**src/sv/lpl_pkg.sv**
```systemverilog
`default_nettype none
package lpl_pkg;

  localparam int unsigned MAX_ENTRIES_DEF = 256;
  localparam int unsigned LABEL_W = 32;
  localparam int unsigned POS_W = 8;

  localparam logic KIND_LOAD = 1'b0;
  localparam logic KIND_LOOKUP = 1'b1;

  typedef enum logic [1:0] {
    ST_IDLE,
    ST_SCAN,
    ST_FINISH
  } state_t;

  typedef logic signed [LABEL_W-1:0] label_t;
  typedef logic [POS_W-1:0] pos_t;

endpackage
`default_nettype wire

```
**src/sv/lpl_if.sv**
```systemverilog
`default_nettype none
interface lpl_in_if;
  logic              valid;
  logic              ready;
  logic              kind;
  lpl_pkg::label_t   label;
  logic              first_entry;

  modport source (output valid, output kind, output label, output first_entry, input ready);
  modport sink (input valid, input kind, input label, input first_entry, output ready);
endinterface

interface lpl_out_if;
  logic            valid;
  logic            ready;
  logic            found;
  lpl_pkg::pos_t   position;
  logic            overflowed;

  modport source (output valid, output found, output position, output overflowed, input ready);
  modport sink (input valid, input found, input position, input overflowed, output ready);
endinterface
`default_nettype wire

```
**src/sv/lpl_ctrl.sv**
```systemverilog
`default_nettype none
module lpl_ctrl #(
  parameter int unsigned MAX_ENTRIES = lpl_pkg::MAX_ENTRIES_DEF,
  localparam int unsigned AW = (MAX_ENTRIES > 1) ? $clog2(MAX_ENTRIES) : 1,
  localparam int unsigned CW = $clog2(MAX_ENTRIES + 1)
) (
  input  wire logic            clk,
  input  wire logic            rst_n,
  lpl_in_if.sink               in_ch,
  lpl_out_if.source            out_ch,
  output logic                 wr_en,
  output logic [AW-1:0]        wr_addr,
  output lpl_pkg::label_t      wr_data,
  output logic                 rd_en,
  output logic [AW-1:0]        rd_addr,
  input  wire lpl_pkg::label_t rd_data
);

  lpl_pkg::state_t state_r, state_nxt;
  logic [CW-1:0]   count_r, count_nxt;
  logic            ovf_r, ovf_nxt;
  logic [CW-1:0]   left_r, left_nxt;
  logic [AW-1:0]   rd_addr_r, rd_addr_nxt;
  logic            cmp_vld_r, cmp_vld_nxt;
  logic [AW-1:0]   cmp_addr_r;
  lpl_pkg::label_t key_r, key_nxt;
  logic            res_found_r, res_found_nxt;
  logic [AW-1:0]   res_pos_r, res_pos_nxt;
  logic            out_valid_r, out_valid_nxt;
  logic            out_found_r, out_found_nxt;
  lpl_pkg::pos_t   out_pos_r, out_pos_nxt;
  logic            out_ovf_r, out_ovf_nxt;
  logic            full;
  logic            hit;

  assign full = (count_r == CW'(MAX_ENTRIES));
  assign hit  = cmp_vld_r && (rd_data == key_r);

  always_comb begin
    state_nxt     = state_r;
    count_nxt     = count_r;
    ovf_nxt       = ovf_r;
    left_nxt      = left_r;
    rd_addr_nxt   = rd_addr_r;
    key_nxt       = key_r;
    res_found_nxt = res_found_r;
    res_pos_nxt   = res_pos_r;
    out_valid_nxt = out_valid_r;
    out_found_nxt = out_found_r;
    out_pos_nxt   = out_pos_r;
    out_ovf_nxt   = out_ovf_r;
    in_ch.ready   = 1'b0;
    wr_en         = 1'b0;
    wr_addr       = count_r[AW-1:0];
    rd_en         = 1'b0;

    // drop the held word once the receiver takes it
    if (out_valid_r && out_ch.ready) begin
      out_valid_nxt = 1'b0;
    end

    unique case (state_r)
      lpl_pkg::ST_IDLE: begin
        in_ch.ready = 1'b1;
        if (in_ch.valid) begin
          if (in_ch.kind == lpl_pkg::KIND_LOAD) begin
            if (in_ch.first_entry) begin
              wr_en     = 1'b1;
              wr_addr   = '0;
              count_nxt = CW'(1);
              ovf_nxt   = 1'b0;
            end else if (full) begin
              ovf_nxt = 1'b1;
            end else begin
              wr_en     = 1'b1;
              count_nxt = count_r + CW'(1);
            end
          end else begin
            key_nxt = in_ch.label;
            if (count_r == '0) begin
              res_found_nxt = 1'b0;
              res_pos_nxt   = '0;
              state_nxt     = lpl_pkg::ST_FINISH;
            end else begin
              left_nxt    = count_r;
              rd_addr_nxt = AW'(count_r - CW'(1));
              state_nxt   = lpl_pkg::ST_SCAN;
            end
          end
        end
      end
      lpl_pkg::ST_SCAN: begin
        // walk down from the top entry; the first match is the highest position
        rd_en = (left_r != '0) && !hit;
        if (rd_en) begin
          rd_addr_nxt = rd_addr_r - AW'(1);
          left_nxt    = left_r - CW'(1);
        end
        if (hit) begin
          res_found_nxt = 1'b1;
          res_pos_nxt   = cmp_addr_r;
          state_nxt     = lpl_pkg::ST_FINISH;
        end else if (cmp_vld_r && (cmp_addr_r == '0)) begin
          res_found_nxt = 1'b0;
          res_pos_nxt   = '0;
          state_nxt     = lpl_pkg::ST_FINISH;
        end
      end
      lpl_pkg::ST_FINISH: begin
        if (!out_valid_r || out_ch.ready) begin
          out_valid_nxt = 1'b1;
          out_found_nxt = res_found_r;
          out_pos_nxt   = lpl_pkg::POS_W'(res_pos_r);
          out_ovf_nxt   = ovf_r;
          state_nxt     = lpl_pkg::ST_IDLE;
        end
      end
      default: begin
        state_nxt = lpl_pkg::ST_IDLE;
      end
    endcase
  end

  assign cmp_vld_nxt = rd_en;
  assign wr_data     = in_ch.label;
  assign rd_addr     = rd_addr_r;

  always_ff @(posedge clk) begin
    if (!rst_n) begin
      state_r     <= lpl_pkg::ST_IDLE;
      count_r     <= '0;
      ovf_r       <= 1'b0;
      cmp_vld_r   <= 1'b0;
      out_valid_r <= 1'b0;
    end else begin
      state_r     <= state_nxt;
      count_r     <= count_nxt;
      ovf_r       <= ovf_nxt;
      cmp_vld_r   <= cmp_vld_nxt;
      out_valid_r <= out_valid_nxt;
    end
  end

  always_ff @(posedge clk) begin
    left_r      <= left_nxt;
    rd_addr_r   <= rd_addr_nxt;
    key_r       <= key_nxt;
    res_found_r <= res_found_nxt;
    res_pos_r   <= res_pos_nxt;
    out_found_r <= out_found_nxt;
    out_pos_r   <= out_pos_nxt;
    out_ovf_r   <= out_ovf_nxt;
    if (rd_en) begin
      cmp_addr_r <= rd_addr_r;
    end
  end

  assign out_ch.valid      = out_valid_r;
  assign out_ch.found      = out_found_r;
  assign out_ch.position   = out_pos_r;
  assign out_ch.overflowed = out_ovf_r;

endmodule
`default_nettype wire

```
**src/flat_wrapper.sv**
```systemverilog
// flat-port wrapper written by rule: the top's interface ports become plain ports
module lpl_ctrl_flat 
#(
  parameter int unsigned MAX_ENTRIES = lpl_pkg::MAX_ENTRIES_DEF,
  localparam int unsigned AW = (MAX_ENTRIES > 1) ? $clog2(MAX_ENTRIES) : 1,
  localparam int unsigned CW = $clog2(MAX_ENTRIES + 1)
)
  (clk, rst_n, wr_en, wr_addr, wr_data, rd_en, rd_addr, rd_data, in_ch_valid, in_ch_kind, in_ch_label, in_ch_first_entry, in_ch_ready, out_ch_valid, out_ch_found, out_ch_position, out_ch_overflowed, out_ch_ready);
  lpl_in_if in_ch_i ();
  lpl_out_if out_ch_i ();
  input  wire logic clk;
  input  wire logic rst_n;
  output logic wr_en;
  output logic [AW-1:0] wr_addr;
  output lpl_pkg::label_t wr_data;
  output logic rd_en;
  output logic [AW-1:0] rd_addr;
  input  wire lpl_pkg::label_t rd_data;
  input wire logic [$bits(in_ch_i.valid)-1:0] in_ch_valid;
  input wire logic [$bits(in_ch_i.kind)-1:0] in_ch_kind;
  input wire logic [$bits(in_ch_i.label)-1:0] in_ch_label;
  input wire logic [$bits(in_ch_i.first_entry)-1:0] in_ch_first_entry;
  output wire logic [$bits(in_ch_i.ready)-1:0] in_ch_ready;
  output wire logic [$bits(out_ch_i.valid)-1:0] out_ch_valid;
  output wire logic [$bits(out_ch_i.found)-1:0] out_ch_found;
  output wire logic [$bits(out_ch_i.position)-1:0] out_ch_position;
  output wire logic [$bits(out_ch_i.overflowed)-1:0] out_ch_overflowed;
  input wire logic [$bits(out_ch_i.ready)-1:0] out_ch_ready;
  assign in_ch_i.valid = in_ch_valid;
  assign in_ch_i.kind = in_ch_kind;
  assign in_ch_i.label = in_ch_label;
  assign in_ch_i.first_entry = in_ch_first_entry;
  assign in_ch_ready = in_ch_i.ready;
  assign out_ch_valid = out_ch_i.valid;
  assign out_ch_found = out_ch_i.found;
  assign out_ch_position = out_ch_i.position;
  assign out_ch_overflowed = out_ch_i.overflowed;
  assign out_ch_i.ready = out_ch_ready;
  lpl_ctrl #(.MAX_ENTRIES(MAX_ENTRIES)) u_core (.clk(clk), .rst_n(rst_n), .in_ch(in_ch_i), .out_ch(out_ch_i), .wr_en(wr_en), .wr_addr(wr_addr), .wr_data(wr_data), .rd_en(rd_en), .rd_addr(rd_addr), .rd_data(rd_data));
endmodule
```
**config.mk**
```make
export PLATFORM = sky130hd
export DESIGN_NAME = lpl_ctrl_flat
export DESIGN_NICKNAME = d
export VERILOG_FILES = /design/src/sv/lpl_pkg.sv /design/src/sv/lpl_if.sv /design/src/sv/lpl_ctrl.sv /design/src/flat_wrapper.sv
export SDC_FILE = /design/constraint.sdc
export NUM_CORES = 1
export LEC_CHECK = 0
export BUFFER_PORTS_ARGS = -buffer_cell sky130_fd_sc_hd__buf_2
export CORE_ASPECT_RATIO = 1.4
export CORE_MARGIN = 4
export CORE_UTILIZATION = 40
export CTS_CLUSTER_DIAMETER = 50
export DETAILED_ROUTE_END_ITERATION = 16
export GPL_ROUTABILITY_DRIVEN = 0
export PLACE_DENSITY_LB_ADDON = 0.2
export SYNTH_ARGS = -nofsm -noshare
export SYNTH_HDL_FRONTEND = slang
export SYNTH_SLANG_ARGS = --single-unit
```
**constraint.sdc**
```tcl
create_clock -name clk -period 10.1 [get_ports clk]
set_input_delay 0 -clock clk [delete_from_list [all_inputs] [get_ports clk]]
set_output_delay 0 -clock clk [all_outputs]
set_load 0.03 [all_outputs]
```
After elaboration in Yosys (flattened, before gate mapping) --
Cells that the tools add are included.
Storage, ports and cells: word-level logic and storage cells 98, flip-flop bits (word level) 90, bits of input ports 70
Operators by class: add/sub/neg operators 4, muxes and demuxes 47, bitwise logic cells 1, equal/unequal tests 12, reductions and logical operators 20
Operators by type and width (number):
- 2-to-1 mux 8 bit | 13
- 2-to-1 mux 9 bit | 6
- == test 32 bit | 1
- case mux 8 bit (2 select lines) | 2
- case mux 9 bit (2 select lines) | 1
- 2-to-1 mux 1 bit | 17
- subtractor 8 x 1 -> 8 bit (second input constant) | 2
- 2-to-1 mux 2 bit | 6
- AND reduction 4 bit | 3
- AND reduction 5 bit | 2
- adder 9 x 1 -> 9 bit (second input constant) | 1
- == test 9 bit (second input constant) | 1
- logical NOT 9 bit | 1
- nonzero test 9 bit | 1
- subtractor 9 x 1 -> 9 bit (second input constant) | 1
- logical NOT 8 bit | 1
- != test 2 bit (second input constant) | 4
- != test 2 x 1 -> 1 bit (second input constant) | 3
- case mux 2 bit (3 select lines) | 1
- logical AND 1 bit | 4
- nonzero test 2 bit | 2
- != test 3 x 1 -> 1 bit (second input constant) | 1
- AND reduction 3 bit | 1
- == test 2 x 1 -> 1 bit (second input constant) | 1
- other kinds (7) | 8

Depth between registers and ports, before layout --
depth in word-level cells 6, mapped depth 10, depth with buffers taken out 7

Worst setup path after synthesis --
Ideal clock, no wire load.
path kind flip-flop to flip-flop, from register u_core.state_r[1], to register u_core.left_r[0], enable pin, arrival time 3470 ps, slack 6255 ps, required time 9725 ps, stages on the path, launching flop included 4, period minus slack after synthesis 3845 ps, cells stage by stage dfxtp_1 clkbuf_2 nor3_1 a22o_1
On the way: cells in the longest elaborated chain, start to end 3
Ends and longest elaborated chain:
- from (decl) | line lpl_ctrl.sv:19 | lpl_pkg::state_t state_r, state_nxt;
- from (signal assigned) | line lpl_ctrl.sv:130 | state_r <= lpl_pkg::ST_IDLE;
- from (signal assigned) | line lpl_ctrl.sv:136 | state_r <= state_nxt;
- == test 2 x 1 -> 1 bit or logical NOT 2 bit (tied branches) | line lpl_ctrl.sv:62 | unique case (state_r)
- != test 2 x 1 -> 1 bit (no line), or another cell as far along
- AND reduction 5 bit (no line) (*)
- to (signal assigned) | line lpl_ctrl.sv:145 | left_r <= left_nxt;
- to (decl) | line lpl_ctrl.sv:22 | logic [CW-1:0] left_r, left_nxt;
Every way passes the cells marked *; elsewhere a longest branch is shown, timed or not. A chain may end at the register's enable or synchronous reset.

Worst setup path in the final report --
from register u_core.key_r[22], to register u_core.res_pos_r[5], enable pin
On the way: cells in the longest elaborated chain, start to end 4
Ends and longest elaborated chain:
- from (decl) | line lpl_ctrl.sv:26 | lpl_pkg::label_t key_r, key_nxt;
- from (signal assigned) | line lpl_ctrl.sv:147 | key_r <= key_nxt;
- == test 32 bit | line lpl_ctrl.sv:37 | assign hit = cmp_vld_r && (rd_data == key_r);
- logical AND 1 bit | line lpl_ctrl.sv:37
- != test 3 x 1 -> 1 bit (no line)
- AND reduction 5 bit (no line)
- to (signal assigned) | line lpl_ctrl.sv:149 | res_pos_r <= res_pos_nxt;
- to (decl) | line lpl_ctrl.sv:28 | logic [AW-1:0] res_pos_r, res_pos_nxt;
Every way passes these cells.

==> flow_summary.json <==
{
  "outcome": "complete, no violations",
  "grt_pass1_wl_mm": 16.62,
  "grt_pass1_vias": 3255,
  "synth_seq_area_share_pct": 57.50,
  "post-route-drc-count": 0,
  "root_buffer": "clkbuf_16",
  "layout-drive-gt1-share_pct": 32.75,
  "std_cell_rows": 45,
  "via_count": 3190,
  "cp.required_ns": 10.07,
  "routed_via_density": 4.900,
  "synth_top_family_by_area": "simple AND/OR/NAND/NOR gates",
  "synth_compound_area_share_pct": 4.295,
  "use_met3_pct": 4.430,
  "gr-usage-all-layers_pct": 16.20,
  "syn_to_final_growth_pct": 27.29,
  "die_w_um": 97.21,
  "utilization_pct": 52.21,
  "use_met2_pct": 28.96,
  "grt_overflow_total": 0,
  "insertion_delay_ns": 0.34,
  "cts.path.max_buffers": 2,
  "syn_inst": 370,
  "path_class": "reg -> reg",
  "crit_fanout": 9,
  "wl_per_cell_um": 15.77,
  "yosysWarningCount": 0,
  "port_buffers": 131,
  "max_freq_mhz": 364.6,
  "synth-simple-area-share_pct": 19.71,
  "fp.dieH_um": 132.9,
  "drv_cap": 0,
  "worstMarginPinSlew_ns": 1.011,
  "antenna_left": 0,
  "setup_violations": 0,
  "grt-busiest-layer": "met2",
  "fin_area_mm2": 0.005673,
  "start_util_pct": 41.01,
  "synth_area_mm2": 0.004457,
  "synthAdderAreaFrac_pct": 1.404,
  "cts_inserted_buffers": 9,
  "syn_nets": 445,
  "place_area_mm2": 0.005019,
  "slew_headroom_pct": 31.63,
  "first_iter_violations": 123,
  "fin_crit_sh_pct": 27.16,
  "synth_area_per_cell_um2": 12.05,
  "cts.repair.resized": 0,
  "ir_drop_uv": 90.87,
  "diodes": 0,
  "synth-xor-area-share_pct": 7.664,
  "dpl.hpwl_mm": 7.535,
  "fin_crit_ns": 2.743,
  "cts_max_level": 3,
  "first_pass_iters": 5,
  "tns_ns": 0,
  "cts_tree": "yes",
  "ys_types": 48,
  "core_area_mm2": 0.01087,
  "hold_viol_final": 0,
  "synth_seq_cells": 90,
  "hold_class": "in -> reg",
  "power_leakage_nw": 2.302,
  "cp-end-kind": "register",
  "fin_nets": 580,
  "grt_util_met1_pct": 18.75,
  "skew_ns": 0.008857,
  "critPathArrivalTime_ns": 2.71,
  "die_area_mm2": 0.01292,
  "post_cts_buffers": 0,
  "clock-sinks": 90,
  "io_pins": 132,
  "ctsHoldBuffers": 33,
  "slew_violations": 0,
  "synth.area.mux_share_pct": 2.246,
  "cp-start-kind": "register",
  "power_mw": 0.9024,
  "grt_max_degree": 36,
  "antenna_found_initial": 0,
  "clk_pin_slew_ns": 0.06,
  "rsz0062_at_grt": "false",
  "power_density_mw_per_mm2": 159.1,
  "wl_mm": 10.26
}
## worst max-delay path, stage by stage, from the launching register on
cell      delay, ns
edfxtp_1       0.38
xor2_1         0.18
or3_1          0.36
or4_4          0.44
or3_4          0.38
a21oi_1        0.62
## power by group
part	total (mW)	switching, mW	internal (mW)
Combinational	0.112	0.0669	0.0450
Sequential	0.431	0.00914	0.422
Clock	0.359	0.141	0.219
## per-layer routing
metal / up-vias / part of all wire, %
met5: - / 0
met4: 0 / 1.5
met3: 13 / 5.6
met2: 92 / 54
met1: 1505 / 39
li1: 1580 / -
## area by class of cell
type / instances / area (um^2)
clock buffers: 9 / 225.2
clock inverters: 7 / 98.84
fillers: 974 / 5194
inverters: 8 / 30.03
multi-input cells: 230 / 1579
flip-flops and latches: 90 / 2562
well taps: 141 / 176.4
repair buffers: 166 / 1001
## state kept, by name, summed over array words and instances (netlist names)
register / cells
u_core.key_r: 32
u_core.count_r: 9
u_core.left_r: 9
u_core.cmp_addr_r: 8
u_core.out_ch.position: 8
u_core.rd_addr: 8
u_core.res_pos_r: 8
u_core.state_r: 2
u_core.cmp_vld_r: 1
u_core.out_ch.found: 1
u_core.out_ch.overflowed: 1
u_core.out_ch.valid: 1
u_core.ovf_r: 1
u_core.res_found_r: 1
## final timing paths
kind         depth (start not counted)                 from                   endpoint  slack [ns]
max                                  5     u_core.key_r[22]        u_core.res_pos_r[5]        7.36
min                                  3         out_ch_ready        u_core.out_ch.valid        0.04
max reg2reg                          5     u_core.key_r[22]        u_core.res_pos_r[5]        7.36
min reg2reg                          0  u_core.res_pos_r[7]  u_core.out_ch.position[7]        0.42
## stage by stage
| stage | hold slack (ns) | setup slack (ns) | instances |
|---|---|---|---|
| after global placement | 0.1903 | 7.394 | 602 |
| after CTS | 0.02119 | 7.311 | 651 |
| after floorplan | 0.09887 | 6.255 | 370 |
| after global routing | 0.07511 | 7.071 | 651 |
| after detailed placement | 0.1909 | 7.326 | 602 |
| final | 0.04031 | 7.357 | 651 |
## cells in the final DEF (no fill, tap or decap), types with 2 or more instances in the layout
cell type / instances
nand2_1: 17
nor4_1: 18
nor2_1: 25
and4_1: 3
nand4_1: 5
bufinv_16: 2
nor4b_1: 2
and2_1: 14
buf_2: 131
a21oi_1: 8
a41oi_1: 3
mux2i_1: 10
nor2b_1: 16
inv_1: 8
clkbuf_16: 9
nand2b_1: 3
o21ai_0: 11
buf_4: 2
ha_1: 5
xnor2_1: 12
nor3_1: 7
nand4b_1: 5
nand3_1: 5
and3_1: 2
or2b_1: 2
edfxtp_1: 76
inv_6: 3
or2b_2: 9
dlygate4sd3_1: 33
xor2_1: 27
dfxtp_1: 14
nor3b_1: 2
## Yosys cell counts, drive strengths merged
| master | count | area [um^2] |
|---|---|---|
| ha | 5 | 62.56 |
| o211ai | 1 | 7.510 |
| nand3 | 5 | 25.02 |
| nand2b | 3 | 18.77 |
| a21oi | 8 | 40.04 |
| nor4b | 2 | 17.52 |
| or4b | 1 | 10.01 |
| a221oi | 1 | 15.01 |
| o31ai | 1 | 7.510 |
| and4 | 3 | 26.28 |
| nor2 | 25 | 93.84 |
| or2 | 1 | 6.260 |
| and2 | 15 | 95.09 |
| a211oi | 1 | 7.510 |
| xor2 | 27 | 236.5 |
| inv | 8 | 30.03 |
| buf | 34 | 259.0 |
| o21ai | 11 | 55.05 |
| nor2b | 16 | 100.1 |
| or3 | 2 | 17.52 |
| and3 | 3 | 20.02 |
| nand3b | 1 | 7.510 |
| a22o | 1 | 8.760 |
| a21o | 1 | 7.510 |
| nand4b | 5 | 43.79 |
| clkbuf | 8 | 31.28 |
| nand4 | 5 | 31.28 |
| xnor2 | 12 | 105.1 |
| a41oi | 3 | 26.28 |
| nor3b | 2 | 15.01 |
| o2111ai | 1 | 8.760 |
| or4 | 2 | 18.77 |
| nand2 | 17 | 63.81 |
| nor4 | 19 | 133.9 |
| dfxtp | 14 | 280.3 |
| or2b | 11 | 93.84 |
| o21bai | 1 | 7.510 |
| mux2i | 10 | 100.1 |
| edfxtp | 76 | 2282 |
| nor3 | 8 | 40.04 |
## cells by family (layout without fill, tap and decap cells)
group | Yosys count | count (layout)
and+or+nand+nor | 146 | 146
DFF | 90 | 90
buffers and inverters | 50 | 190
xor gates and xnor gates | 39 | 39
AOI/OAI and AO/OA | 30 | 30
muxes | 10 | 10
adders and majority gates | 5 | 5
Power figures use the tool's default switching activity.
